$ cat config.mk
export PLATFORM = sky130hd
export DESIGN_NAME = ffba_ram
export DESIGN_NICKNAME = d
export VERILOG_FILES = /design/src/hw/rtl/ffba_ram.sv
export SDC_FILE = /design/constraint.sdc
export NUM_CORES = 1
export LEC_CHECK = 0
export BUFFER_PORTS_ARGS = -buffer_cell sky130_fd_sc_hd__buf_2
export CELL_PAD_IN_SITES_DETAIL_PLACEMENT = 1
export CELL_PAD_IN_SITES_GLOBAL_PLACEMENT = 1
export CORE_MARGIN = 2
export CORE_UTILIZATION = 35
export CTS_CLUSTER_SIZE = 30
export DETAILED_ROUTE_END_ITERATION = 10
export GPL_ROUTABILITY_DRIVEN = 0
export PLACE_DENSITY_LB_ADDON = 0.1
export RECOVER_POWER = 50
export SYNTH_ARGS = -nofsm -noshare
export SYNTH_HDL_FRONTEND = slang
export SYNTH_SLANG_ARGS = --single-unit
$ cat constraint.sdc
create_clock -name clock -period 2.41 [get_ports clock]
set_input_delay 0.1205 -clock clock [delete_from_list [all_inputs] [get_ports clock]]
set_output_delay 0.1205 -clock clock [all_outputs]
set_load 0.03 [all_outputs]
$ cat src/hw/rtl/ffba_ram.sv
// Generic single-write, single-read RAM with a registered read port.
// No dependencies.
module ffba_ram #(
   parameter int WIDTH = 8,
   parameter int DEPTH = 16,
   localparam int ADDR_W = (DEPTH > 1) ? $clog2(DEPTH) : 1
) (
   input  logic              clock,
   input  logic              wr_en,
   input  logic [ADDR_W-1:0] wr_addr,
   input  logic [WIDTH-1:0]  wr_data,
   input  logic              rd_en,
   input  logic [ADDR_W-1:0] rd_addr,
   output logic [WIDTH-1:0]  rd_data
);

   logic [WIDTH-1:0] mem_ff [DEPTH];
   logic [WIDTH-1:0] rd_data_ff;

   always_ff @(posedge clock) begin
      if (wr_en) begin
         mem_ff[wr_addr] <= wr_data;
      end
      if (rd_en) begin
         rd_data_ff <= mem_ff[rd_addr];
      end
   end

   assign rd_data = rd_data_ff;

endmodule

# Word-level counts from Yosys, hierarchy flattened
# Memories as Yosys holds them, arrays and structs flattened. A register that Yosys moved wholly into a read port is not among the register bits.
# Index checks and enable logic that the tools add are counted.
[word_totals]
out_inout_bits = 8
n_memories = 1
ramBits = 128
romBits = 0
regBits = 0
latch_bits = 0
[op_classes]
n_shift = 0
n_reduce_logical = 0
n_mux = 2
bitwise_logic = 0
add_sub_neg = 0
div = 0
n_eq_ne = 0
mul = 0
magnitude_cmp = 0
[memory_table]
columns = ["memory", "depth", "word_bits", "read_ports", "rd_ports_with_merged_regs", "write_ports", "line", "text"]
rows = [
  ["mem_ff", 16, 8, 1, 1, 1, "17", "logic [WIDTH-1:0] mem_ff [DEPTH];"],
]
[ops]
columns = ["operator", "n"]
rows = [
  ["1-bit two-way mux", 2],
]

# Depth between registers and ports, before layout
[logic_depth]
depth_word = 2
ltp_mapped = 5
depth_no_buf = 3

# Worst setup path before layout
# OpenSTA, ideal clock, no wires.
[synth_timing]
path_type = "input -> register"
from = "input port wr_addr[2]"
to = "memory mem_ff[0][0] (enable)"
arrival_time_ns = 1.230
n_path_buf = 0
path_stages = 2
setup_time_ns = 0.383
path_slack_ns = 0.797
cell_sequence = "or3b_2 nor3_1"
[synth_lines]
columns = ["item", "line", "text"]
rows = [
  ["start, declared", "10", "input logic [ADDR_W-1:0] wr_addr,"],
  ["end, declared", "17", ""],
]
# No word-level cell before the write port.

==> impl_metrics.tcl <==
set metrics [dict create \
    async_flop_share 0 \
    antenna_found_initial 0 \
    timing.setup.tns_ns 0 \
    drc 0 \
    ant_nets 0 \
    first_global_vias 2681 \
    clkTransAtPathRegs_ns 0.05 \
    outcome "finished, final reports clean" \
    ys_types 18 \
    fin_area_mm2 0.006195 \
    timing.final.crit_share 0.6728 \
    cp-start-kind "flop" \
    cp_cell_sequence "mux4_2, a22oi_1, nand2_1" \
    antenna_cells 0 \
    slowest_delay_ns 0.49 \
    dr.pass1.iters 4 \
    hp-class "input pin to flop" \
    vias 2464 \
    synth_warnings 0 \
    tritoncts "done" \
    r2r_start "mem_ff[11][0]$_DFFE_PP_" \
    viasPerCell 5.144 \
    grt_pass1_wl_um 17510 \
    worst-r2r-setup-slack_ns 0.79 \
    root_buffer "clkbuf_16" \
    synth_area_leaders "edfxtp_1 78%, mux4_2 7.8%, mux4_1 7.0%" \
    start_util 0.3583 \
    io_buffers 26 \
    relSlewSlack 0.4662 \
    setup_slack_ns 0.7885 \
    final_util 0.4246 \
    place_ws_ns 0.5634 \
    p_leak_nw 2.057 \
    post_dp_cell_area_mm2 0.005669 \
    drive_gt1_frac 0.2678 \
    grt_max_degree 33 \
    ys.flop_type "edfxtp_1" \
    critPathBufInv 0 \
    yosysMostFrequentCell "edfxtp_1" \
    dieArea_mm2 0.01593 \
    ios 27 \
    syn2layout_area_growth_pct 18.50 \
    synth_top_area_frac 0.7812 \
    grt_usage 0.1590 \
    fin_nets 302 \
    hold_viol 0 \
    grt_setup_unrepaired "no" \
    crit_path_max_fanout 1 \
    syn-cell-area_mm2 0.005228 \
    fmax_mhz 616.7 \
    synth.cells.most_frequent "136 x edfxtp_1, 18 x mux4_2, 16 x a22oi_1" \
    worstPathRequired_ns 2.55 \
    die_x_um 126.2 \
    power.density_mw_per_mm2 862.5 \
    ys_seq_area_frac 0.7812 \
    yosys.area.top_type "edfxtp_1" \
    tightestPinTransition_ns 0.8007 \
    fin_crit_ns 1.621 \
    hold_buffers 0 \
    critPathKind "flop to flop" \
    fp.coreArea_mm2 0.01459 \
    synth.net_count 248 \
    die_h_um 126.2 \
    peakVddDrop_mv 0.5377 \
    ctsResizeCount 0 \
    wl_um 11700 \
    drtIter0Drc 178 \
    crit_slowest_cell "mux4_2" \
    min_from "wr_data[2]" \
    ctsHtreeMaxLevel 4 \
    grt_overflow 0 \
    final.fill_count 1350 \
    max_cap_viol_count 0 \
    synthCells 229 \
    arrival_ns 1.77 \
    crit_family "multiplexers" \
    postSynthAreaPerCell_um2 22.83 \
    end_kind "flop" \
    post-cts-setup-buffers 0 \
    clock_path_buffers 2 \
    wl_per_cell_um 24.42 \
    row_count 44 \
    synth_edf_count 136 \
    seqCellArea_mm2 0.004084 \
    skew_ns 0.007222 \
    clkSinkCount 136 \
    multiInputGateArea_mm2 0.001057 \
    cts_inserted_buffers 17 \
    clock_latency_ns 0.42 \
    ys_ff_latch 136 \
    crit_start "mem_ff[11][0]$_DFFE_PP_" \
    setup_viol_count_final 0 \
    drv_slew 0 \
]
cell usage in the layout (no fill, tap or decap):
cell type	instances
nand2_1	9
nand3b_1	2
buf_4	16
clkinvlp_4	1
bufinv_16	2
edfxtp_1	136
clkbuf_16	17
and2b_1	1
nor2b_1	1
buf_2	16
mux4_2	18
clkinv_2	6
mux4_1	14
and2_1	1
nand2b_1	2
nor3_1	4
nand3_1	1
clkinv_1	4
nor2_1	13
or3b_2	1
buf_12	2
clkbuf_1	12
a22oi_1	16
metal layers:
| layer | up-vias | global-route usage | wire [um] |
|---|---|---|---|
| met4 | 0 | 0.06529 | 255 |
| met2 | 52 | 0.2552 | 5821 |
| met1 | 1301 | 0.2054 | 5213 |
| met3 | 17 | 0.04418 | 406 |
| li1 | 1094 | - | - |
| met5 | - | 0 | 0 |
layout make-up:
type / count / area share
Clock buffer: 18 / 0.06928
Clock inverter: 13 / 0.01818
Multi-Input combinational cell: 83 / 0.1707
Sequential cell: 136 / 0.6593
Tap cell: 184 / 0.03716
Timing Repair Buffer: 45 / 0.04545
power by group:
| group | switching [mW] | internal, mW | total (mW) |
|---|---|---|---|
| registers | 0.0163 | 2.67 | 2.68 |
| logic | 0.169 | 0.102 | 0.270 |
| clock network | 0.904 | 1.49 | 2.39 |
kinds of logic (layout without fill, tap and decap cells):
family	count (synthesis)	after routing	synth area share
buffers and inverters	10	76	0.01651
multiplexers	32	32	0.1479
AND/OR/NAND/NOR	35	35	0.03136
AO/OA/AOI/OAI	16	16	0.02298
flip-flops	136	136	0.7812
path summary, 6_finish.rpt:
path | end | depth (start not counted)
max | rd_data[0]$_DFFE_PP_ | 3
min | mem_ff[12][2]$_DFFE_PP_ | 1
max reg2reg | rd_data[0]$_DFFE_PP_ | 3
min reg2reg | rd_data[2]$_DFFE_PP_ | 3
worst reg2reg max path, delay by kind of cell (launching register included):
family	cells	cell delay, ns
flops	1	0.37
compound gates	1	0.39
simple gates	1	0.11
mux	1	0.49
flip-flops by register name (all words and copies together) (netlist names):
signal / cells
mem_ff: 128
rd_data: 8
stage by stage:
stage	std cells	hold WS, ns	power (mW)
finish	479	0.2408	5.343
global route	479	0.2632	5.511
CTS	479	0.08198	5.412
detailed placement	448	0.5285	3.014
global placement	448	0.5252	3.011
floorplan	229	0.2194	2.883
(Power assumes the default switching activity.)
