$ cat src/hw/rtl/ffba_pkg.sv
// Shared types and constants for the first-fit block allocator.
// Holds the request, response, table entry and compare-unit types.
// No dependencies.
package ffba_pkg;

   localparam int MAX_BLOCKS_DEF   = 64;
   localparam int HEADER_BYTES_DEF = 24;
   localparam int CSR_IDX_W        = 4;

   typedef enum logic {
      OP_ALLOC = 1'b0,
      OP_FREE  = 1'b1
   } op_type;

   typedef enum logic [2:0] {
      ST_DONE    = 3'd0,
      ST_ZERO    = 3'd1,
      ST_NOSPACE = 3'd2,
      ST_IGNORED = 3'd3,
      ST_UNKNOWN = 3'd4
   } status_type;

   typedef enum logic [CSR_IDX_W-1:0] {
      CSR_HEAP_START = 4'd0,
      CSR_HEAP_LIMIT = 4'd1
   } csr_index_type;

   typedef struct packed {
      op_type      op;
      logic [31:0] req_size;
      logic [31:0] user_addr;
   } req_data_type;

   typedef struct packed {
      logic [31:0] result_addr;
      status_type  status;
   } rsp_data_type;

   typedef struct packed {
      logic [31:0] start;
      logic [31:0] bytes;
      logic        free;
   } tbl_entry_type;

   typedef struct packed {
      logic [31:0] a;
      logic [31:0] b;
      logic [31:0] c;
      logic        add_hdr;
   } alu_req_type;

   typedef struct packed {
      logic [33:0] sum;
      logic        eq;
      logic        gt;
   } alu_rsp_type;

endpackage

$ cat src/hw/rtl/ffba_alu.sv
// Shared add-and-compare unit of the allocator: a + b (+ header), checked
// against c. Depends on ffba_pkg.
module ffba_alu import ffba_pkg::*; #(
   parameter int HEADER_BYTES = HEADER_BYTES_DEF
) (
   input  alu_req_type alu_req,
   output alu_rsp_type alu_rsp
);

   logic [33:0] hdr;
   logic [33:0] sum;
   logic [33:0] ref_val;

   always_comb begin
      hdr     = alu_req.add_hdr ? 34'(HEADER_BYTES) : 34'd0;
      sum     = {2'b00, alu_req.a} + {2'b00, alu_req.b} + hdr;
      ref_val = {2'b00, alu_req.c};
      alu_rsp.sum = sum;
      alu_rsp.eq  = (sum == ref_val);
      alu_rsp.gt  = (sum > ref_val);
   end

endmodule

$ cat config.mk
export PLATFORM = sky130hd
export DESIGN_NAME = ffba_alu
export DESIGN_NICKNAME = d
export VERILOG_FILES = /design/src/hw/rtl/ffba_pkg.sv /design/src/hw/rtl/ffba_alu.sv
export SDC_FILE = /design/constraint.sdc
export NUM_CORES = 1
export LEC_CHECK = 0
export BUFFER_PORTS_ARGS = -buffer_cell sky130_fd_sc_hd__buf_2
export CAP_MARGIN = 20
export CORE_MARGIN = 2
export CORE_UTILIZATION = 46
export DETAILED_ROUTE_END_ITERATION = 16
export PLACE_DENSITY = 0.92
export REMOVE_ABC_BUFFERS = 1
export SETUP_SLACK_MARGIN = 0.4
export SYNTH_ARGS = -nofsm -noshare
export SYNTH_HDL_FRONTEND = slang
export SYNTH_SLANG_ARGS = --single-unit
$ cat constraint.sdc
create_clock -name vclk -period 3.75
set_input_delay 0.1875 -clock vclk [all_inputs]
set_output_delay 0.1875 -clock vclk [all_outputs]
set_load 0.01 [all_outputs]
After elaboration in Yosys (flattened, before gate mapping)
Cells that the tools add are included.

Logic and storage cells: 5. Bits in registers: 0. Input bits: 97. Output and inout port bits: 36.

Eq/ne operators: 1. Multiplexer cells: 1. $lt $le $gt $ge: 1. $add $sub $neg: 2.

Operators by type and width (number): $add A33 B5 Y34 (1); $eq A34 B32 Y1 (1); $gt A34 B32 Y1 (1); $add A32 B32 Y33 (1); $mux W5 (1).

Longest topological paths before layout
Depth after elaboration: 3. Mapped depth: 21. Mapped depth without buffers: 21.

Worst setup path after synthesis
No wires, ideal clock.

Path type: input-to-output. Start point: input alu_req[0] (netlist name). End point: output alu_rsp[0] (netlist name). Arrival: 3791 ps. Stages on the path: 20. Path buffers: 0. Required time: 3562 ps. Setup slack: -228 ps. Cells stage by stage: inv_1 -> fa_1 -> inv_1 -> ha_1 -> a21oi_1 -> o211ai_1 -> nand2_1 -> o211a_1 -> a21bo_2 -> o21ai_0 -> xor2_1 -> ha_1 -> a21o_1 -> a21o_1 -> a21oi_1 -> nor2b_1 -> o21ai_0 -> nand2b_1 -> o21ai_0 -> a21bo_1.

RTL lines: from (decl) (line ffba_alu.sv:6) `input alu_req_type alu_req,`; to (decl) (line ffba_alu.sv:7) `output alu_rsp_type alu_rsp`.

==> run metrics <==
result of the run complete, but fails checks; failing checks setup timing; number of maximum-capacitance constraint violations 0; worst slew pin tran 0.376 ns; total I/O pin count roughly 130; Comb power frac 100.0%; power per standard cell area about 280 nW/um2; Final Critical Period 4.34 ns; via count of the first global-routing pass ~3.8k; internal power of the cells a little over 0.0006 W; synthesized area per cell 7.70 um2; Setup Viol. Count Final 2; number of violations reported at the end of detailed-routing iteration 0 between 150 and 200; Clk network pwr share 0%; area occupied by multi-input gates around 2900 um2; global-route wire length before repair 15800 um; via density per instance around 5.7; cell with the largest stage delay on the worst path sky130_fd_sc_hd__fa_1; Critical Path Source Type primary input; fraction of power spent switching nets between 50% and 60%; number of nets in the layout between 700 and 800; Die Area between 7000 and 8000 um2; 1st-pass router iterations 5; layout cell share with drive strength beyond 1 41.6%; nature of the critical path endpoint output pin; post-layout power 0.00123 W; total number of sequential cells 0; Core Rows 29; fill cell count ~470; total global routing track utilization 26.2%; leakage power figure 2.64 nW; type of the tightest min-delay check primary input to output pin; worst setup margin -0.588 ns; final slew viol count 0; final-report hold violation count 0; area overhead of the layout relative to synthesis 49.6%; area of the core region roughly 6300 um2; distinct cell type count after synthesis 50; warnings from Yosys 0; upper clock frequency limit between 200 and 250 MHz; final clock period utilization by the worst path 116%; Chip Width approximately 84 um; switching power between 0.0006 and 0.0007 W; sum of routed wire length over all layers approximately 9900 um; sequential cell area 0 um2; kind of critical path primary input to output pin; worst-path maximum fanout 4; unrepaired setup endpoints after global routing yes; number of buffers inserted by port buffering 133; Initial Util 46.8%; pin count of the biggest net entering global routing 9; Critical path destination alu_rsp[0]; half-perimeter wire length after placement around 8200 um; number of standard cells after synthesis between 300 and 400; slew margin rel. about three quarters; post-synth design cell area 2940 um2; sequential area share after synthesis 0%; GPL Wtd Cong about 1; total via count after detailed routing between 3k and 4k; required time of the critical path between 3 and 4 ns; remaining antenna violation count 0; total gr overflow 0; relative contribution of sequential cells to total power 0%; slowest cell delay on critical path ~0.57 ns; data arrival time at the worst-slack endpoint just over 4 ns; worst path cell trace buf_6, inv_2, fa_1, inv_2, ha_4, a21oi_4, o211ai_1, nand2_1, o211a_1, o211ai_1, a31oi_1, o21bai_1, xor2_1, ha_1, and4_1, nand3_2, buf_4, a21oi_1, o21ai_2, a21bo_1, buf_2; Layout clock buffers 0; Setup Total Neg Slack -1.08 ns; Layout Cells excl Fill ~660; antenna violations before repair 0; Worst setup startpoint alu_req[68]; maximum VDD drop between 0.15 and 0.2 mV; Antenna Cells 0; Util after Layout between 70% and 80%; number of placed instances with taps included 652; DRC violations left 0; Die Height around 84 um; DR WL/cell between 10 and 15 um
cell usage after synthesis, types with 2 or more instances:
cell type | n | share of area (%)
sky130_fd_sc_hd__nand2_1 | 16 | 2.0
sky130_fd_sc_hd__a21o_1 | 32 | 8.2
sky130_fd_sc_hd__o21ai_0 | 13 | 2.2
sky130_fd_sc_hd__o31ai_1 | 2 | 0.51
sky130_fd_sc_hd__o21bai_1 | 5 | 1.3
sky130_fd_sc_hd__nand4_1 | 9 | 1.9
sky130_fd_sc_hd__nor2_1 | 15 | 1.9
sky130_fd_sc_hd__o21ai_1 | 4 | 0.68
sky130_fd_sc_hd__and3_1 | 5 | 1.1
sky130_fd_sc_hd__clkbuf_1 | 5 | 0.64
sky130_fd_sc_hd__nand3_1 | 7 | 1.2
sky130_fd_sc_hd__ha_1 | 93 | 40
sky130_fd_sc_hd__o211a_1 | 3 | 1.0
sky130_fd_sc_hd__o211ai_1 | 4 | 1.0
sky130_fd_sc_hd__xor2_1 | 11 | 3.3
sky130_fd_sc_hd__nor2b_1 | 5 | 1.1
sky130_fd_sc_hd__a211oi_1 | 5 | 1.3
sky130_fd_sc_hd__nand2b_1 | 5 | 1.1
sky130_fd_sc_hd__fa_1 | 3 | 2.0
sky130_fd_sc_hd__a21oi_1 | 36 | 6.1
sky130_fd_sc_hd__a31oi_1 | 5 | 1.1
sky130_fd_sc_hd__nor4_1 | 3 | 0.64
sky130_fd_sc_hd__o21a_1 | 3 | 0.77
sky130_fd_sc_hd__and2_1 | 2 | 0.43
sky130_fd_sc_hd__nor3_1 | 7 | 1.2
sky130_fd_sc_hd__inv_1 | 45 | 5.7
sky130_fd_sc_hd__or3_1 | 2 | 0.43
sky130_fd_sc_hd__xnor2_1 | 15 | 4.5
logic make-up (layout without fill, tap and decap cells):
logic type / count (synthesis) / after routing / synth area share [%]
simple gates: 83 / 83 / 15.1
compound gates: 123 / 123 / 28.1
mux: 1 / 1 / 0.340
buf+inv: 53 / 257 / 7.06
fa+ha+maj: 96 / 96 / 41.6
xor+xnor: 26 / 26 / 7.74
per-layer routing:
metal | global-route usage [%] | wire, um | vias up
met3 | 1.68 | 505 | 46
met4 | 11.7 | 507 | 0
met1 | 28.0 | 3810 | 1704
li1 | - | - | 1819
met5 | 0 | 0 | -
met2 | 51.6 | 5100 | 180
timing repair:
item,CTS,global route
hold buffers,0,0
setup buffers,9,2
gates resized for setup,31,4
setup endpoints to repair,4,6
pin swaps,37,7
critical path, delay by kind of cell:
kind | cells | cell delay [ns]
AO/OA/AOI/OAI | 9 | 1.63
buffers and inverters | 5 | 0.41
AND/OR/NAND/NOR | 3 | 0.40
XOR/XNOR | 1 | 0.35
adder cells (fa/ha/maj) | 3 | 1.17
placed cells by master, fill, tap and decap left out, types with 2 or more instances in the layout:
| master | count |
|---|---|
| sky130_fd_sc_hd__a211oi_1 | 4 |
| sky130_fd_sc_hd__a21o_1 | 32 |
| sky130_fd_sc_hd__a21oi_1 | 27 |
| sky130_fd_sc_hd__a21oi_2 | 8 |
| sky130_fd_sc_hd__a31oi_1 | 5 |
| sky130_fd_sc_hd__and2_1 | 2 |
| sky130_fd_sc_hd__and3_1 | 5 |
| sky130_fd_sc_hd__buf_2 | 130 |
| sky130_fd_sc_hd__buf_4 | 78 |
| sky130_fd_sc_hd__buf_6 | 3 |
| sky130_fd_sc_hd__fa_1 | 2 |
| sky130_fd_sc_hd__ha_1 | 91 |
| sky130_fd_sc_hd__inv_1 | 42 |
| sky130_fd_sc_hd__inv_2 | 3 |
| sky130_fd_sc_hd__nand2_1 | 16 |
| sky130_fd_sc_hd__nand2b_1 | 5 |
| sky130_fd_sc_hd__nand3_1 | 6 |
| sky130_fd_sc_hd__nand4_1 | 9 |
| sky130_fd_sc_hd__nor2_1 | 15 |
| sky130_fd_sc_hd__nor2b_1 | 4 |
| sky130_fd_sc_hd__nor3_1 | 6 |
| sky130_fd_sc_hd__nor4_1 | 2 |
| sky130_fd_sc_hd__o211a_1 | 3 |
| sky130_fd_sc_hd__o211ai_1 | 4 |
| sky130_fd_sc_hd__o21a_1 | 3 |
| sky130_fd_sc_hd__o21ai_0 | 9 |
| sky130_fd_sc_hd__o21ai_1 | 5 |
| sky130_fd_sc_hd__o21ai_2 | 4 |
| sky130_fd_sc_hd__o21bai_1 | 5 |
| sky130_fd_sc_hd__o31ai_1 | 2 |
| sky130_fd_sc_hd__or3_1 | 2 |
| sky130_fd_sc_hd__xnor2_1 | 15 |
| sky130_fd_sc_hd__xor2_1 | 11 |
power groups by stage:
stage / clock, W / sequential, W / combinational (W)
2_1_floorplan: 0 / 0 / 0.000625
3_3_place_gp: 0 / 0 / 0.00106
3_5_place_dp: 0 / 0 / 0.00111
4_1_cts: 0 / 0 / 0.00119
5_1_grt: 0 / 0 / 0.00133
6_report: 0 / 0 / 0.00123
cell type report:
type	instances	area share [%]
Tap cell	77	2.19
Inverter	46	3.92
Timing Repair Buffer	211	28.9
Multi-Input combinational cell	329	65.0
worst min-delay path by stage:
stage / startpoint / endpoint / slack [ns] / cells past startpoint
after floorplan: alu_req[65] / alu_rsp[2] / 0.53 / 1
after global placement: alu_req[65] / alu_rsp[2] / 0.69 / 3
after detailed placement: alu_req[65] / alu_rsp[2] / 0.71 / 3
after CTS: alu_req[65] / alu_rsp[2] / 0.71 / 3
after global routing: alu_req[65] / alu_rsp[2] / 0.72 / 3
final: alu_req[65] / alu_rsp[2] / 0.70 / 3
stage by stage:
step | setup slack [ns] | instance area [um2] | hold WS [ns]
detailed placement | -0.850 | 4170 | 0.705
global route | -0.786 | 4400 | 0.721
global placement | -0.552 | 4170 | 0.691
CTS | -0.434 | 4360 | 0.707
finish | -0.588 | 4400 | 0.700
floorplan | -0.228 | 2910 | 0.529
No activity file was read; power rests on OpenSTA's default activity.
